**src/rtl/core/dcf_ram.sv**
```systemverilog
// Generic single-port-write, single-port-read RAM with registered read data.
`timescale 1ns / 1ps
module dcf_ram #(
  parameter int WIDTH = 8,
  parameter int DEPTH = 64
) (
  input  logic                     clk,
  input  logic                     we,
  input  logic [$clog2(DEPTH)-1:0] waddr,
  input  logic [WIDTH-1:0]         wdata,
  input  logic [$clog2(DEPTH)-1:0] raddr,
  output logic [WIDTH-1:0]         rdata
);
  logic [WIDTH-1:0] mem [DEPTH];

  always_ff @(posedge clk) begin
    if (we) begin
      mem[waddr] <= wdata;
    end
    rdata <= mem[raddr];
  end
endmodule

```
**config.mk**
```make
export PLATFORM = sky130hd
export DESIGN_NAME = dcf_ram
export DESIGN_NICKNAME = d
export VERILOG_FILES = /design/src/rtl/core/dcf_ram.sv
export SDC_FILE = /design/constraint.sdc
export NUM_CORES = 1
export LEC_CHECK = 0
export BUFFER_PORTS_ARGS = -buffer_cell sky130_fd_sc_hd__buf_2
export CORE_ASPECT_RATIO = 0.8
export CORE_MARGIN = 1.5
export CORE_UTILIZATION = 58
export CTS_CLUSTER_DIAMETER = 60
export DETAILED_ROUTE_END_ITERATION = 10
export PLACE_DENSITY = 0.74
export SYNTH_ARGS = -nofsm -noshare
export SYNTH_HDL_FRONTEND = slang
export SYNTH_SLANG_ARGS = --single-unit
```
**constraint.sdc**
```tcl
create_clock -name clk -period 5.59 [get_ports clk]
set_input_delay 0.8385 -clock clk [delete_from_list [all_inputs] [get_ports clk]]
set_output_delay 0.8385 -clock clk [all_outputs]
set_load 0.02 [all_outputs]
```
=== Word-level counts from Yosys, hierarchy flattened ===
Memories as Yosys holds them, arrays and structs flattened. A register that Yosys moved wholly into a read port is not among the register bits.
Index checks and enable logic that the tools add are counted.

* Register bits after elaboration: 0
* Bits in writable memories: 512
* Output and inout bits: 8
* Logic and storage cells: 3
* Memories: 1

{| class="wikitable"
|+ Memory list
! memory !! depth !! width !! rd ports !! clocked after memory_dff !! wr ports !! RTL line !! RTL
|-
| mem || 64 || 8 || 1 || 1 || 1 || 14 || <nowiki>logic [WIDTH-1:0] mem [DEPTH];</nowiki>
|}

* Multiplexer cells: 2

{| class="wikitable"
|+ Operators by type and width
! cell !! number
|-
| 2-to-1 mux 1 bit || 2
|}

=== Logic depth before layout (Yosys ltp) ===
Gate-level depths: netlist (run 1).

* Depth after elaboration: 2
* Gate-level depth with buffers: 9
* Mapped depth without buffers: 5

=== Least setup slack after synthesis (run 1) ===
No wires, ideal clock.

* Path kind: input-to-reg
* Start point: input raddr[1]
* End point: register rdata[3], read port of mem
* Arrival: 2.378 ns
* Required time: 5.462 ns
* Setup slack: 3.084 ns
* Cell stages on the path: 7
* Path buffers: 3
* Cell sequence: buf_4 > buf_2 > buf_2 > mux4_2 > mux4_2 > o21ai_1 > o41ai_1

{| class="wikitable"
|+ RTL lines
! what !! RTL line !! RTL
|-
| start, declared || 11 || <nowiki>input logic [$clog2(DEPTH)-1:0] raddr,</nowiki>
|-
| end, declared || 12 || <nowiki>output logic [WIDTH-1:0] rdata</nowiki>
|}

==> results of run 1 <==
==> final timing paths <==
kind                                 start        to  slack [ns]
worst max-delay path              raddr[1]  rdata[2]        2.51
worst min-delay path              raddr[5]  rdata[1]        0.74
worst max register to register  mem[47][2]  rdata[2]        3.33
worst min register to register  mem[23][2]  rdata[2]        0.84
==> layer usage <==
metal	wire length (um)	GRT usage	part of all wire	vias to the layer above
li1	-	-	-	4003
met1	17600	0.385	0.41	5007
met3	4820	0.0683	0.11	77
met2	19700	0.364	0.45	527
met5	65	0.0124	0.0015	-
met4	1120	0.0745	0.026	4
==> stage by stage <==
step           area [um^2]   util  total power, mW
6_report             22200  0.655             7.93
5_1_grt              22200  0.655             8.12
4_1_cts              22200  0.655             7.96
3_3_place_gp         20700  0.610             4.80
2_1_floorplan        20200      -             4.64
3_5_place_dp         20700  0.610             4.81
==> layout by cell type, fill, tap and decap left out, types with 12 or more instances in the layout <==
| cell | count |
|---|---|
| buf_2 | 26 |
| buf_4 | 12 |
| clkbuf_1 | 14 |
| clkbuf_16 | 49 |
| edfxtp_1 | 512 |
| mux2_2 | 13 |
| mux2i_1 | 23 |
| mux4_2 | 126 |
| nand2_1 | 19 |
| nand3_1 | 13 |
| nor2_1 | 83 |
| nor2b_1 | 14 |
==> power by group <==
part	switching (mW)	internal [mW]	total, mW
sequential	0.0167	4.32	4.33
clock	1.36	1.85	3.20
combinational	0.252	0.143	0.394
total	1.63	6.31	7.93
==> flip-flops by register name, indices dropped and copies added, names as in the netlist <==
signal  cells
mem       512
rdata       8
==> kinds of logic (layout without fill, tap and decap cells) <==
family / after synthesis / after routing / share of synthesized area
AOI/OAI and AO/OA: 54 / 54 / 0.0207
other: 0 / 1 / 0
buffers and inverters: 51 / 128 / 0.0157
muxes: 162 / 162 / 0.159
DFF: 520 / 520 / 0.770
and+or+nand+nor: 153 / 153 / 0.0339
==> cell type report <==
class | instances | area, um^2 | share of cell area
Antenna cell | 1 | 2.50 | 0.000113
Clock buffer | 67 | 1330 | 0.0600
Clock inverter | 21 | 200 | 0.00901
Multi-Input combinational cell | 369 | 4320 | 0.194
Sequential cell | 520 | 15500 | 0.699
Tap cell | 465 | 582 | 0.0262
Timing Repair Buffer | 40 | 254 | 0.0114
==> worst register-to-register path: stages, from the launching register on <==
cell and delay [ns]:
edfxtp_1 0.37, mux4_2 0.50, mux2_2 0.28, a221oi_1 0.81
o2bb2ai_1 0.16
==> impl_metrics.ini, run 1 <==
[clocking]
cts_resized = 0
cts_buffer_depth = 3
cts_made_buffers = 48
path_clk_slew_ns = 0.06
cts_sinks = 520
htreeDepth = 2
cts_tree = done
hold_buffers = 0
root_buffer = clkbuf_16
cts_setup_buffers = 0
clk_latency_ns = 0.56

[timing]
hold_ws_ns = 0.738
report.final.slew_viol_count = 0
setup_slack_ns = 2.51
skew_ns = 0.0192
hold_viol_final = 0
tns_ns = 0
finalCritPeriodShare = 0.551
fmax_ghz = 0.325
setup_viol = 0
rsz0062_at_grt = false
slew_headroom = 0.174
tightestPinTransition_ns = 1.24
min_period_ns = 3.08

[die]
start_util = 0.594
coreArea_mm2 = 0.0339
rows = 60
die_area_mm2 = 0.0359
die_y_um = 170
pin_count = 30
fp.dieW_um = 211

[synth]
syn_area_per_cell_um2 = 21.5
ys_top_cells_by_count = edfxtp_1, mux4_2, nor2_1, mux2i_1, nand2_1
ys_types = 40
syn-instance-count = 940
synth-edff-count = 512
synth-async-reset-ratio = 0
synthMostInstantiatedCell = edfxtp_1
synth_fp_nets = 962
netlist_area_mm2 = 0.0202
synth_seq_cells = 520
synth_top_area_share = 0.762
synth.area.top_cells = edfxtp_1, mux4_2, nor2_1
ys_seq_area_frac = 0.770
yosysTopAreaCell = edfxtp_1
yosys_warnings = 0
synth_flop_cell = edfxtp_1

[routing]
routed_wl_mm = 43.3
via_per_inst = 6.49
vias = 9618
detail-route-antenna-nets = 0
drt_iter0_drc = 1220
drcViolationCount = 0
drt_first_pass_iters = 5
routedWlPerCell_um = 29.2

[worst_setup_path]
max_stage_delay_ns = 0.81
path_max_fanout = 64
cp.depth = 5
cpLargestDelayFamily = compound AO/OA/AOI/OAI gates
worstSetupEndpointType = register
startpoint_type = primary input
arrival_ns = 3.49
path_class = in -> reg
crit_chain = buf_4 > mux4_2 > mux2_2 > a221oi_1 > o2bb2ai_1
ff2ff_path_depth = 4
cp_num_buf_inv = 1
crit_required_ns = 6.00
slowest_stage = a221oi_1

[global_route]
antenna_found_initial = 2
grt_max_degree = 65
gr-total-overflow = 0
grt_first_pass_wirelength_mm = 63.9
grt_pass1_vias = 9417
track_usage = 0.253

[layout]
num-fill-cells = 2224
layout-drive-gt1-share = 0.244
nets = 1001
area.growth.synth_to_final_pct = 10.2
final_cells = 1483

[min_path]
whs_path_depth = 3
min_path_type = in -> reg

[placed_design]
post-place-ws_ns = 1.95
dp.cells = 1394
gp_congestion = 0.857
hpwl_mm = 25.2
io_buffers = 29

[power_and_ir_drop]
powerDensity_mw_per_mm2 = 357
ir_drop_mv = 0.261
p_leak_nw = 6.89

[run]
cap_violations = 0

[status]
status = complete, no violations
Note: power is estimated with default switching activity, not from simulation.
==> run 2: changes to the inputs <==
==> constraint.sdc (replaced) <==
create_clock -name clk -period 3.1 [get_ports clk]
set_input_delay 0.465 -clock clk [delete_from_list [all_inputs] [get_ports clk]]
set_output_delay 0.465 -clock clk [all_outputs]
set_load 0.02 [all_outputs]
==> impl_metrics.ini, run 2 (synthesis gave the netlist of run 1 again) <==
[clocking]
cts_made_buffers = 48
hold_buffers = 0
cts_resized = 0
root_buffer = clkbuf_16
htreeDepth = 2
cts_setup_buffers = 0
path_clk_slew_ns = 0.06
cts_buffer_depth = 3
cts_tree = done
cts_sinks = 520
clk_latency_ns = 0.56

[worst_setup_path]
worstSetupEndpointType = register
cpLargestDelayFamily = simple AND/OR/NAND/NOR gates
reg2reg_from = mem[46][1]
cp.depth = 8
cp_num_buf_inv = 3
crit_start = raddr[1]
path_class = in -> reg
max_stage_delay_ns = 0.66
crit_required_ns = 3.57
cpMostUsedCell = buf_4
startpoint_type = primary input
crit_chain = buf_4 > buf_12 > buf_4 > nand2b_1 > a211oi_1 > nor4_1 > nor3_1 > o32ai_1
arrival_ns = 2.77
ff2ff_path_depth = 4
path_max_fanout = 25
slowest_stage = nor4_1

[die]
coreArea_mm2 = 0.0339
die_area_mm2 = 0.0359
die_y_um = 170
pin_count = 30
fp.dieW_um = 211
start_util = 0.594
rows = 60

[layout]
antennaDiodeCount = 0
final_cells = 1566
layout-drive-gt1-share = 0.298
largest_reg_flops = 512
area.growth.synth_to_final_pct = 13.2
mostFrequentLayoutCells = edfxtp_1, mux4_2, buf_4
final_common_cell = edfxtp_1
reg_top3 = mem x512, rdata x8
top_register = mem
nets = 1087

[power_and_ir_drop]
ir_drop_mv = 0.488
powerDensity_mw_per_mm2 = 614
p_leak_nw = 7.29

[routing]
drt_iter0_drc = 1271
detail-route-antenna-nets = 0
vias = 10100
drt_first_pass_iters = 5
drcViolationCount = 0
via_per_inst = 6.42
routedWlPerCell_um = 28.2
routed_wl_mm = 44.1

[global_route]
grt_first_pass_wirelength_mm = 65.5
grt_max_degree = 65
grt_pass1_vias = 9944
track_usage = 0.256
gr-total-overflow = 0
antenna_found_initial = 0

[timing]
setup_viol = 0
fmax_ghz = 0.435
finalCritPeriodShare = 0.741
rsz0062_at_grt = false
skew_ns = 0.0172
tightestPinTransition_ns = 1.22
hold_viol_final = 0
min_period_ns = 2.30
slew_headroom = 0.186
report.final.slew_viol_count = 0
tns_ns = 0

[run]
cap_violations = 0

[placed_design]
gp_congestion = 0.873
hpwl_mm = 27.6
io_buffers = 29
dp.cells = 1480

[status]
status = complete, no violations

[min_path]
min_path_type = in -> reg
min_from = raddr[5]
whs_path_depth = 3
[run 2: changes by cell type in the layout (fill, tap and decap cells not counted), sizes merged]
cell / previous run / this run
clkbuf: 68 / 72
diode: 1 / 0
bufinv: 4 / 1
buf: 39 / 125
clkinv: 17 / 10
clkinvlp: 0 / 4
[run 2: through the flow]
| step | setup slack (ns) | util | instance area, um^2 | hold WS [ns] | power (mW) |
|---|---|---|---|---|---|
| final | 0.802 | 0.673 | 22800 | 0.353 | 14.0 |
| after global routing | 0.724 | 0.673 | 22800 | 0.373 | 14.4 |
| after CTS | 0.907 | 0.673 | 22800 | 0.335 | 14.1 |
| after detailed placement | 0.321 | 0.630 | 21400 | 0.860 | 8.71 |
| after global placement | 0.328 | 0.630 | 21400 | 0.841 | 8.69 |
| after floorplan | 0.967 | - | 20200 | 0.564 | 8.37 |
[run 2: report_power, final]
part | internal, mW | total [mW] | leakage, nW | switching, mW
Sequential | 7.78 | 7.81 | 4.67 | 0.0262
Combinational | 0.288 | 0.748 | 1.92 | 0.460
Clock | 3.07 | 5.47 | 0.688 | 2.40
[run 2: worst paths after layout]
path | slack, ns | end
max reg2reg | 1.08 | rdata[1]
min | 0.35 | rdata[2]
min reg2reg | 0.87 | rdata[4]
max | 0.80 | rdata[4]
[run 2: area by class of cell]
type,count,area (um^2)
fillers,2139,11100
clock inverters,15,103
repair buffers,126,950
well taps,465,582
flip-flops and latches,520,15500
clock buffers,71,1340
multi-input cells,369,4320
[run 2: worst register-to-register path, stage by stage, from the launching register on]
cell and delay [ns]:
edfxtp_1 0.37, mux4_2 0.47, mux2_2 0.31, a221oi_1 0.59, o2bb2ai_1 0.15
[run 2: routing by layer]
layer  global-route usage  share of wire
met1                0.396           0.42
met3               0.0442          0.092
met4               0.0612          0.019
met2                0.388           0.47
met5                    0              0
==> run 3: changes to the inputs <==
==> constraint.sdc (replaced) <==
create_clock -name clk -period 2.3 [get_ports clk]
set_input_delay 0.345 -clock clk [delete_from_list [all_inputs] [get_ports clk]]
set_output_delay 0.345 -clock clk [all_outputs]
set_load 0.02 [all_outputs]
==> impl_metrics.ini, run 3 (synthesis gave the netlist of run 1 again) <==
[clocking]
cts_made_buffers = 48
cts_tree = done
path_clk_slew_ns = 0.06
cts_sinks = 520
clk_latency_ns = 0.56
hold_buffers = 0
cts_resized = 1
root_buffer = clkbuf_16
cts_buffer_depth = 3
cts_setup_buffers = 0
htreeDepth = 2

[placed_design]
io_buffers = 29
gp_congestion = 0.844
hpwl_mm = 28.4
dp.cells = 1511
placed_area_mm2 = 0.0218
post-place-ws_ns = -0.414

[run]
cap_violations = 0

[worst_setup_path]
path_class = reg -> reg
crit_chain = mux4_2 > mux2_2 > o221a_2 > nor3_1 > o32ai_1
crit_required_ns = 2.73
arrival_ns = 2.56
startpoint_type = register
slowest_stage = mux4_2
max_stage_delay_ns = 0.51
path_max_fanout = 1
worstSetupEndpointType = register

[layout]
final_common_cell = edfxtp_1
final_cells = 1596
largest_reg_flops = 512
fin_util = 0.686
top_register = mem
area.growth.synth_to_final_pct = 15.4
layout-drive-gt1-share = 0.319
antennaDiodeCount = 0
nets = 1118
reg_top3 = mem x512, rdata x8
mostFrequentLayoutCells = edfxtp_1, mux4_2, buf_4
fin_area_mm2 = 0.0233

[routing]
detail-route-antenna-nets = 0
wl_met1_mm = 18.6
vias = 10100
dr_wl_met2_mm = 20.6
routed_wl_mm = 44.7
routed-wl-met3_mm = 4.31
drt_iter0_drc = 1160
routed.top_layer = met4
routedWlPerCell_um = 28.0
drt_first_pass_iters = 6
drcViolationCount = 0
via_per_inst = 6.31

[power_and_ir_drop]
p_leak_nw = 7.53
ir_drop_mv = 0.697
power_mw = 19.2
powerDensity_mw_per_mm2 = 824

[timing]
min_period_ns = 2.13
tightestPinTransition_ns = 0.786
setup_slack_ns = 0.168
report.final.slew_viol_count = 0
rsz0062_at_grt = false
setup_viol = 0
fmax_ghz = 0.469
finalCritPeriodShare = 0.927
hold_ws_ns = 0.172
slew_headroom = 0.476
hold_viol_final = 0
skew_ns = 0.00828
tns_ns = 0

[die]
start_util = 0.594
coreArea_mm2 = 0.0339
pin_count = 30
fp.dieW_um = 211
die_area_mm2 = 0.0359
die_y_um = 170
rows = 60

[global_route]
antenna_found_initial = 0
track_usage = 0.261
grt_pass1_vias = 10200
gr-total-overflow = 0
grt_first_pass_wirelength_mm = 66.3
grt_max_degree = 65

[min_path]
min_path_type = in -> reg

[status]
status = complete, no violations
[run 3: cell types whose count changed in the layout (fill, tap and decap cells not counted)]
cell,delta
a221oi_2,+1
a221oi_1,-1
inv_6,+1
clkinv_2,+3
buf_12,+15
clkbuf_8,-2
clkinvlp_4,-3
clkinv_1,-1
buf_4,+16
bufinv_16,+2
clkbuf_1,-1
[run 3: layout make-up]
type | instances | area (um^2)
flip-flops and latches | 520 | 15500
clock buffers | 68 | 1310
fillers | 2155 | 10700
repair buffers | 157 | 1370
multi-input cells | 369 | 4320
clock inverters | 17 | 160
well taps | 465 | 582
[run 3: power by group]
part           switching, mW  leakage [nW]  internal, mW  total, mW
Combinational          0.632          2.15         0.456       1.09
Sequential            0.0385          4.67          10.5       10.5
Clock                   3.28         0.715          4.29       7.57
Total                   3.95          7.53          15.2       19.2
[run 3: final timing paths]
path,startpoint,to,slack [ns],cells past startpoint
max,mem[21][4],rdata[4],0.17,5
min,wdata[6],mem[61][6],0.17,1
max reg2reg,mem[21][4],rdata[4],0.17,5
min reg2reg,mem[30][6],rdata[6],0.84,3
[run 3: worst max-delay path: cells and delay by family (launching register included)]
kind | cells | cell delay (ns)
multiplexers | 2 | 0.79
flip-flops | 1 | 0.37
AO/OA/AOI/OAI | 2 | 0.46
AND/OR/NAND/NOR | 1 | 0.38
[run 3: per-layer routing]
layer / up-vias / track usage
met5: - / 0
met4: 0 / 0.0820
met3: 92 / 0.0613
met2: 518 / 0.386
met1: 5220 / 0.391
li1: 4236 / -
