File: config.mk
export PLATFORM = sky130hd
export DESIGN_NAME = dcf_dist
export DESIGN_NICKNAME = d
export VERILOG_FILES = /design/src/rtl/core/dcf_pkg.sv /design/src/rtl/core/dcf_dist.sv
export SDC_FILE = /design/constraint.sdc
export NUM_CORES = 1
export LEC_CHECK = 0
export ABC_AREA = 1
export BUFFER_PORTS_ARGS = -buffer_cell sky130_fd_sc_hd__buf_2
export CAP_MARGIN = 20
export CORE_MARGIN = 1.5
export CORE_UTILIZATION = 60
export DETAILED_ROUTE_END_ITERATION = 12
export GPL_TIMING_DRIVEN = 0
export PLACE_DENSITY = 0.86
export SYNTH_ARGS = -nofsm -noshare
export SYNTH_HDL_FRONTEND = slang
export SYNTH_SLANG_ARGS = --single-unit
File: constraint.sdc
create_clock -name clk -period 16.1 [get_ports clk]
set_input_delay 4.025 -clock clk [delete_from_list [all_inputs] [get_ports clk]]
set_output_delay 4.025 -clock clk [all_outputs]
set_load 0.005 [all_outputs]
File: src/rtl/core/dcf_pkg.sv
// Shared types and constants of the densest cluster finder.
`timescale 1ns / 1ps
package dcf_pkg;
  localparam int COORD_W    = 24;
  localparam int TAG_W      = 32;
  localparam int MAG_W      = 24;
  localparam int HALF_W     = 12;
  localparam int PROD_W     = MAG_W + HALF_W;
  localparam int SQ_W       = 2 * MAG_W + 1;
  localparam int TH_W       = 32;
  localparam int SR_W       = 16;
  localparam int AR_W       = 15;
  localparam int SIZE_W     = 7;
  localparam int CFG_IDX_W  = 2;
  localparam int CFG_DATA_W = 16;

  localparam logic [CFG_IDX_W-1:0] REG_SEARCH_RANGE = CFG_IDX_W'(0);
  localparam logic [CFG_IDX_W-1:0] REG_AREA_RADIUS  = CFG_IDX_W'(1);

  localparam logic KIND_LOAD = 1'b0;
  localparam logic KIND_RUN  = 1'b1;

  localparam logic [SR_W-1:0] SEARCH_RANGE_RST = SR_W'(480);
  localparam logic [AR_W-1:0] AREA_RADIUS_RST  = AR_W'(80);

  typedef logic signed [COORD_W-1:0] coord_t;

  typedef struct packed {
    logic   start;
    coord_t ax;
    coord_t ay;
    coord_t bx;
    coord_t by;
  } dist_req_t;

  typedef struct packed {
    logic            done;
    logic [SQ_W-1:0] sum;
  } dist_rsp_t;
endpackage

File: src/rtl/core/dcf_dist.sv
// Squared distance unit built around one shared 24 by 12 bit multiplier.
`timescale 1ns / 1ps
module dcf_dist import dcf_pkg::*; (
  input  logic      clk,
  input  logic      rst_n,
  input  dist_req_t req,
  output dist_rsp_t rsp
);
  localparam logic [2:0] PH_MUL_LAST = 3'd3;
  localparam logic [2:0] PH_ACC_LAST = 3'd4;

  logic              busy_r, busy_nxt;
  logic              done_r, done_nxt;
  logic [2:0]        ph_r, ph_nxt;
  logic [MAG_W-1:0]  mag_x_r, mag_x_nxt;
  logic [MAG_W-1:0]  mag_y_r, mag_y_nxt;
  logic [PROD_W-1:0] prod_r, prod_nxt;
  logic              sh_r, sh_nxt;
  logic [SQ_W-1:0]   acc_r, acc_nxt;

  logic signed [COORD_W:0] dx, dy;
  logic [MAG_W-1:0]        opnd;
  logic [HALF_W-1:0]       part;
  logic [SQ_W-1:0]         shifted;

  always_comb begin
    dx = {req.ax[COORD_W-1], req.ax} - {req.bx[COORD_W-1], req.bx};
    dy = {req.ay[COORD_W-1], req.ay} - {req.by[COORD_W-1], req.by};
    opnd = ph_r[1] ? mag_y_r : mag_x_r;
    part = ph_r[0] ? opnd[MAG_W-1:HALF_W] : opnd[HALF_W-1:0];
    shifted = sh_r ? SQ_W'({prod_r, {HALF_W{1'b0}}}) : SQ_W'(prod_r);

    busy_nxt  = busy_r;
    done_nxt  = 1'b0;
    ph_nxt    = ph_r;
    mag_x_nxt = mag_x_r;
    mag_y_nxt = mag_y_r;
    prod_nxt  = prod_r;
    sh_nxt    = sh_r;
    acc_nxt   = acc_r;

    if (busy_r) begin
      if (ph_r <= PH_MUL_LAST) begin
        prod_nxt = PROD_W'(opnd) * PROD_W'(part);
        sh_nxt   = ph_r[0];
      end
      if (ph_r != 3'd0) begin
        acc_nxt = acc_r + shifted;
      end
      if (ph_r == PH_ACC_LAST) begin
        busy_nxt = 1'b0;
        done_nxt = 1'b1;
      end
      ph_nxt = ph_r + 3'd1;
    end else if (req.start) begin
      mag_x_nxt = dx[COORD_W] ? MAG_W'(-dx) : MAG_W'(dx);
      mag_y_nxt = dy[COORD_W] ? MAG_W'(-dy) : MAG_W'(dy);
      acc_nxt   = '0;
      ph_nxt    = 3'd0;
      busy_nxt  = 1'b1;
    end
  end

  always_ff @(posedge clk) begin
    if (!rst_n) begin
      busy_r <= 1'b0;
      done_r <= 1'b0;
      ph_r   <= 3'd0;
    end else begin
      busy_r <= busy_nxt;
      done_r <= done_nxt;
      ph_r   <= ph_nxt;
    end
    mag_x_r <= mag_x_nxt;
    mag_y_r <= mag_y_nxt;
    prod_r  <= prod_nxt;
    sh_r    <= sh_nxt;
    acc_r   <= acc_nxt;
  end

  assign rsp.done = done_r;
  assign rsp.sum  = acc_r;
endmodule
=== Word level (Yosys, flattened, before mapping) ===
Index checks and enable logic that the tools add are counted.

* Bits in registers: 139
* Bits of input ports: 99
* Output and inout bits: 50
* Logic and storage cells: 39

* $add $sub $neg: 6
* $mul: 1
* Magnitude comparators: 1
* Equal/unequal tests: 2
* Mux-type cells: 14
* Bitwise operators: 1
* Reduce and logical (&&, ||, !) cells: 6

{| class="wikitable"
|+ Operators with widths
! kind !! number
|-
| $mux W49 || 3
|-
| $mux W24 || 3
|-
| $sub A24 B24 Y25 || 2
|-
| $add A49 B48 Y49 || 1
|-
| $mux W48 || 1
|-
| $neg A24 Y24 || 2
|-
| $mul A24 B12 Y36 || 1
|-
| $mux W12 || 1
|-
| $reduce_and A2 Y1 || 4
|-
| $mux W3 || 2
|-
| $mux W1 || 4
|-
| $add A3 B1 Y3 const B || 1
|-
| $eq A3 B3 Y1 const B || 1
|-
| $le A3 B2 Y1 const B || 1
|-
| $reduce_bool A3 Y1 || 1
|-
| $ne A2 B1 Y1 const B || 1
|-
| $reduce_bool A2 Y1 || 1
|-
| $not A1 Y1 || 1
|}

=== Longest topological paths before layout ===
Gate-level depths: netlist of the first run.

* Word-level depth: 4
* Depth in mapped cells: 34
* Mapped depth without buffers: 32

=== Worst setup path before layout of the first run ===
No wires, ideal clock.

* Path kind: in2reg
* Start point: input port req[96] (netlist bit)
* End point: register acc_r[0], enable pin
* Library setup time: 0.485 ns
* Arrival: 6.606 ns
* Required time: 15.615 ns
* Slack: 9.009 ns
* Stages on the path: 2
* Buffers on the path: 0
* Cells stage by stage: nor2_1 a31oi_1

* Word-level cells in the longest chain between the ends: 2

{| class="wikitable"
|+ RTL lines
! element !! line !! RTL
|-
| start, declared || dcf_dist.sv:6 || <nowiki>input dist_req_t req,</nowiki>
|-
| $reduce_bool A2 Y1 (no line) || n/a ||
|-
| $reduce_and A2 Y1 (no line) || n/a ||
|-
| end signal, assigned || dcf_dist.sv:78 || <nowiki>acc_r <= acc_nxt;</nowiki>
|-
| end, declared || dcf_dist.sv:19 || <nowiki>logic [SQ_W-1:0] acc_r, acc_nxt;</nowiki>
|}

No other way between the ends.
A chain may end at the register's enable or synchronous reset.

=== Worst setup path after layout of the first run ===
* Start point: register ph_r[1]
* End point: register prod_r[28] (data pin)

* Word-level cells in the longest chain between the ends: 3

{| class="wikitable"
|+ RTL lines
! element !! line !! RTL
|-
| start, declared || dcf_dist.sv:14 || <nowiki>logic [2:0] ph_r, ph_nxt;</nowiki>
|-
| start signal, assigned || dcf_dist.sv:72 || <nowiki>ph_r <= ph_nxt;</nowiki>
|-
| $mux W24 (*) || dcf_dist.sv:29 || <nowiki>opnd = ph_r[1] ? mag_y_r : mag_x_r;</nowiki>
|-
| $mux W12 || dcf_dist.sv:30 || <nowiki>part = ph_r[0] ? opnd[MAG_W-1:HALF_W] : opnd[HALF_W-1:0];</nowiki>
|-
| $mul A24 B12 Y36 (*) || dcf_dist.sv:44 || <nowiki>prod_nxt = PROD_W'(opnd) * PROD_W'(part);</nowiki>
|-
| end signal, assigned || dcf_dist.sv:76 || <nowiki>prod_r <= prod_nxt;</nowiki>
|-
| end, declared || dcf_dist.sv:17 || <nowiki>logic [PROD_W-1:0] prod_r, prod_nxt;</nowiki>
|}

Mark *: on every way between the ends. The rest lies on a longest branch, timed or not.

==> results of run 1 <==
## area by class of cell
| cell class | instances | area, sq um | share of cell area [%] |
|---|---|---|---|
| multi-input cells | 2281 | 15200 | 63.1 |
| plain buffers | 59 | 262 | 1.08 |
| repair buffers | 150 | 781 | 3.24 |
| clock inverters | 15 | 164 | 0.680 |
| clock buffers | 17 | 425 | 1.76 |
| flip-flops and latches | 139 | 4120 | 17.1 |
| inverters | 682 | 2560 | 10.6 |
| well taps | 468 | 586 | 2.43 |
## cell usage in the layout, fill, tap and decap left out, types with 24 or more instances in the layout
| master | Yosys | final |
|---|---|---|
| inv_1 | 676 | 676 |
| edfxtp_1 | 134 | 134 |
| o21a_1 | 24 | 24 |
| nor2_1 | 322 | 320 |
| fa_1 | 223 | 223 |
| ha_1 | 175 | 175 |
| nand2_1 | 893 | 893 |
| o21ai_0 | 114 | 114 |
| a21oi_1 | 185 | 185 |
| xor2_1 | 47 | 47 |
| buf_2 | 23 | 171 |
| clkbuf_1 | 32 | 32 |
| nand4_1 | 35 | 35 |
| nand3_1 | 119 | 119 |
## per-stage QoR
stage / cells / utilization (%) / setup WS [ps] / area (sq um) / hold WS (ps)
final: 3811 / 66.2 / 8040 / 24100 / 483
after global routing: 3811 / 66.2 / 7750 / 24100 / 511
after CTS: 3811 / 66.2 / 8260 / 24100 / 484
after detailed placement: 3779 / 64.5 / 8330 / 23500 / 467
after global placement: 3777 / 64.4 / 7530 / 23400 / 447
after floorplan: 3161 / - / 9010 / 22100 / 435
## kinds of logic (layout without fill, tap and decap cells)
group                      count (synthesis)  count (layout)  share of synthesized area [%]
AOI/OAI and AO/OA                        387             387                           9.76
xor gates and xnor gates                  66              66                           2.73
adders and majority gates                398             398                           30.1
buffers and inverters                    741             923                           12.8
DFF                                      139             139                           18.6
and+or+nand+nor                         1430            1430                           26.0
## registers in the layout (all words and copies together) (netlist names)
register / cells
mag_y_r: 24
acc_r: 49
done_r: 1
prod_r: 36
busy_r: 1
ph_r: 3
mag_x_r: 24
sh_r: 1
## path summary, 6_finish.rpt
check	cells after the start	slack (ps)	end	start
worst max-delay path	27	8040	prod_r[28]$_DFFE_PP_	ph_r[1]$_SDFFE_PN0P_
worst min-delay path	0	480	sh_r$_DFFE_PP_	ph_r[0]$_SDFFE_PN0P_
worst max register to register	27	8040	prod_r[28]$_DFFE_PP_	ph_r[1]$_SDFFE_PN0P_
worst min register to register	0	480	sh_r$_DFFE_PP_	ph_r[0]$_SDFFE_PN0P_
## metal layers
layer  vias up  global-route usage [%]
met5         -                       0
met4         0                    18.8
met3       214                    4.06
met2       881                    58.3
met1      9636                    38.1
li1      10100                       -
==> summary.md, run 1 <==
| Metric | Value |
|---|---|
| Die area | `0.0380 sq mm` |
| Post-Route M1 WL | `23,900 microns` |
| CTS Root Cell | `clkbuf_16` |
| Pin count of the biggest net entering global routing | `38` |
| CTS tree | `built` |
| Final slew viol count | `0` |
| Vias in the first global route | `around 20,000` |
| # setup viols final | `0` |
| Max stage delay on crit path | `760 ps` |
| DR top layer | `met4` |
| Die width | `195 microns` |
| MaxCap Viol Count | `0` |
| Async SR Flop Fraction | `0%` |
| Layout area overhead | `8.98%` |
| Routed length per instance | `16.0 microns` |
| Wire length on met2 | `between 20,000 and 30,000 microns` |
| Drt drc | `0` |
| Top-count cell post-synth | `nand2_1` |
| Prevailing post-synth register cell | `edfxtp_1` |
| Antenna cells | `0` |
| Yosys cell types | `49` |
| Core area | `between 0.03 and 0.04 sq mm` |
| WP data arrival | `8250 ps` |
| All-Layer GR Usage | `32.8%` |
| Max Freq | `124 MHz` |
| Port Buf Inserts | `148` |
| Critical path fanouts, max | `10` |
| Mean area per synthesized cell | `7.00 sq um` |
| Metal3 WL | `3840 microns` |
| CTS Buf Count | `17` |
| Effective utilization at floorplan | `60.7%` |
| Clock skew | `roughly 13 ps` |
| NumNets Final | `3,827` |
| Syn_nets | `3,658` |
| DR pass1 iterations | `6` |
| Clk Latency, worst-skew pair | `450 ps` |
| Final hold vios | `0` |
| Share of the synthesized area in the top cell type | `20.2%` |
| CP required | `16,280 ps` |
| Crit path buffers/inverters | `9` |
| Final Cycle Share | `50.1%` |
| Post-synthesis sequential area ratio | `a little under a fifth` |
| RSZ-0062 raised after global routing | `no` |
| Area leader, netlist | `fa_1` |
| Routed Wire Length | `61,100 microns` |
| Htree depth | `4` |
| GRT overflow | `0` |
| Gpl congestion | `0.991` |
| HP Class | `reg -> reg` |
| Row cnt | `70` |
| Tightest Pin Transition | `between 900 and 1000 ps` |
| Synth area leaders | `fa_1, edfxtp_1, nand2_1` |
| Post-Syn Area | `0.0221 sq mm` |
| DP Wirelength | `51,000 microns` |
| Clk buf depth | `2` |
| Reg clk slew, reported paths | `~70 ps` |
| Post-CTS setup repair buffer count | `0` |
| Via/cell ratio | `5.48` |
| CTS Hold Bufs | `0` |
| Most frequent cells after synthesis | `nand2_1, inv_1, nor2_1` |
| Number of synthesized flops with an enable pin | `134` |
| Setup_tns | `0 ps` |
| Initial antenna violation count | `0` |
| Global-route wire length before repair | `roughly 100,000 microns` |
| Ys Warns | `0` |
| Antenna Nets Post-Route | `0` |
| Post_cts resized | `0` |
| Clock Sinks | `between 100 and 150` |
| Ports | `149` |
| Mapped Cells | `between 3,000 and 4,000` |
| Status | `complete, no violations` |
| Flops & latches, synth | `between 100 and 150` |
| Layout cells sized above 1 | `7.03%` |
| Slowest stage cell, crit path | `a21boi_0` |
| Min Clock Period, post-route | `8060 ps` |
| CP delay by family, top | `adder cells` |
| Cell mode on critical path | `inv_1` |
| Slew margin rel. | `33.4%` |
| Vias | `20,900` |
| Crit Path Class | `reg -> reg` |
| DR iter-0 viols | `1,516` |
| Fillcell total | `3,298` |
| Die Y | `195 microns` |
| Crit end category | `flip-flop` |
| Startpoint types | `flip-flop` |
Power of run 1 is left out: the tool's default activity adds up to more than one toggle a clock period on the data nets, which glitch-free logic cannot reach.
==> inputs of run 2 (changes only) <==
Settings changed: ABC_AREA 1 to 0.
Clock period 16.1 ns to 8 ns, I/O delays scaled along.
==> summary.md, run 2 <==
| Metric | Value |
|---|---|
| Layout area overhead | `10.6%` |
| Via/cell ratio | `~6` |
| Min Clock Period, post-route | `7820 ps` |
| CP required | `~8200 ps` |
| Commonest non-fill, non-tap cell in the layout | `inv_1` |
| CTS Hold Bufs | `0` |
| Htree depth | `4` |
| Max reg flops | `a little under 50` |
| Slowest stage cell, crit path | `fa_1` |
| Clock Sinks | `139` |
| Antenna Nets Post-Route | `0` |
| Critical path fanouts, max | `10` |
| Routed Wire Length | `55,100 microns` |
| Final core occ | `67.9%` |
| Max Freq | `128 MHz` |
| Global-route wire length before repair | `about 89,000 microns` |
| Status | `complete, no violations` |
| Core area | `0.0338 sq mm` |
| Most frequent cells after synthesis | `inv_1, nand2_1, fa_1` |
| Pin count of the biggest net entering global routing | `42` |
| WP data arrival | `8000 ps` |
| Yosys cell types | `91` |
| Clk Latency, worst-skew pair | `440 ps` |
| Post-Syn Area | `0.0207 sq mm` |
| All-Layer GR Usage | `roughly a third` |
| Die Y | `189 microns` |
| Row cnt | `67` |
| Gpl congestion | `0.998` |
| Flops & latches, synth | `139` |
| CTS Buf Count | `17` |
| Cell mode on critical path | `fa_1` |
| Largest register by flop count | `acc_r` |
| Drt drc | `0` |
| NumNets Final | `3,012` |
| Top flop regs | `acc_r x49, prod_r x36` |
| Max stage delay on crit path | `630 ps` |
| Syn_nets | `2,841` |
| DR iter-0 viols | `about 1,400` |
| Effective utilization at floorplan | `about three fifths` |
| CTS tree | `built` |
| MaxCap Viol Count | `0` |
| Crit end category | `flip-flop` |
| FF/Latch Area | `0.00412 sq mm` |
| Mapped Cells | `2,344` |
| Antenna cells | `0` |
| Clock skew | `11.2 ps` |
| Vias | `17,600` |
| Reg clk slew, reported paths | `70 ps` |
| Prevailing post-synth register cell | `edfxtp_1` |
| Initial antenna violation count | `0` |
| Die width | `around 190 microns` |
| Fillcell total | `2,607` |
| Area leader, netlist | `fa_1` |
| Multi-input logic area | `roughly 0.015 sq mm` |
| Vias in the first global route | `18,000` |
| Tightest Pin Transition | `996 ps` |
| CTS Root Cell | `clkbuf_16` |
| Async SR Flop Fraction | `0%` |
| Share of the synthesized area in the top cell type | `21.5%` |
| Post-synthesis sequential area ratio | `19.9%` |
| Synth area leaders | `fa_1, edfxtp_1, ha_1` |
| Top-count cell post-synth | `inv_1` |
| Number of synthesized flops with an enable pin | `134` |
| CP delay by family, top | `adder cells` |
| Die area | `0.0357 sq mm` |
| Layout cells sized above 1 | `12.4%` |
| Final hold vios | `0` |
| GRT overflow | `0` |
| # setup viols final | `0` |
| DP Wirelength | `45,200 microns` |
| Ys Warns | `0` |
| Most frequent cells in the layout | `inv_1, nand2_1, fa_1` |
| DR pass1 iterations | `9` |
| Slew margin rel. | `33.4%` |
| HP Class | `reg -> reg` |
| Port Buf Inserts | `148` |
| Crit Path Class | `reg -> reg` |
| Routed length per instance | `18.5 microns` |
| Clk buf depth | `2` |
| Final Cycle Share | `97.8%` |
| Final slew viol count | `0` |
| Ports | `149` |
| Mean area per synthesized cell | `8.85 sq um` |
| Crit path buffers/inverters | `7` |
| Startpoint types | `flip-flop` |
==> run 2: worst paths after layout <==
kind / from / to / slack, ps / cells after the start
hold reg to reg: ph_r[2]$_SDFFE_PN0P_ / busy_r$_SDFF_PN0_ / 510 / 1
setup / recovery: ph_r[1]$_SDFFE_PN0P_ / prod_r[35]$_DFFE_PP_ / 180 / 26
hold / removal: ph_r[2]$_SDFFE_PN0P_ / busy_r$_SDFF_PN0_ / 510 / 1
setup reg to reg: ph_r[1]$_SDFFE_PN0P_ / prod_r[35]$_DFFE_PP_ / 180 / 26
==> run 2: what timing repair did <==
item | in CTS | in global routing
pin swaps | 1 | 2
gates resized for setup | 33 | 31
endpoints found under the setup margin | 20 | 10
buffers inserted | 2 | 0
endpoints found under the hold margin | 0 | 0
==> run 2: per-layer routing <==
metal	GRT usage [%]	vias up	share of wire [%]
met4	15.0	0	4.6
li1	-	8150	-
met3	4.69	188	6.5
met5	0	-	0
met1	37.5	8425	39
met2	56.7	802	50
==> run 2: area by class of cell <==
type                    count  share of cell area [%]
multi-input cells        1766                    66.0
flip-flops and latches    139                    18.0
inverters                 360                    5.89
repair buffers            153                    3.49
well taps                 448                    2.44
clock buffers              18                    1.87
plain buffers              78                    1.45
clock inverters            14                   0.851
==> run 2: kinds of logic (layout without fill, tap and decap cells) <==
family / count (synthesis) / in the layout / share of synthesized area [%]
muxes: 78 / 78 / 4.06
adders and majority gates: 398 / 398 / 32.1
DFF: 139 / 139 / 19.9
buffers and inverters: 439 / 623 / 8.02
and+or+nand+nor: 695 / 695 / 15.2
xor gates and xnor gates: 146 / 146 / 6.33
AOI/OAI and AO/OA: 449 / 449 / 14.5
==> run 2: metrics by stage <==
| stage | hold slack (ps) | instances | instance area (sq um) | worst slack, ps | setup TNS (ps) |
|---|---|---|---|---|---|
| floorplan | 452 | 2344 | 20700 | 731 | 0 |
| global placement | 477 | 2940 | 22000 | -1120 | -10430 |
| detailed placement | 485 | 2943 | 22100 | -1220 | -12140 |
| CTS | 508 | 2976 | 22800 | 25.7 | 0 |
| global route | 522 | 2976 | 22900 | -41.6 | -41.6 |
| finish | 514 | 2976 | 22900 | 179 | 0 |
Power of run 2 is left out for the same reason.
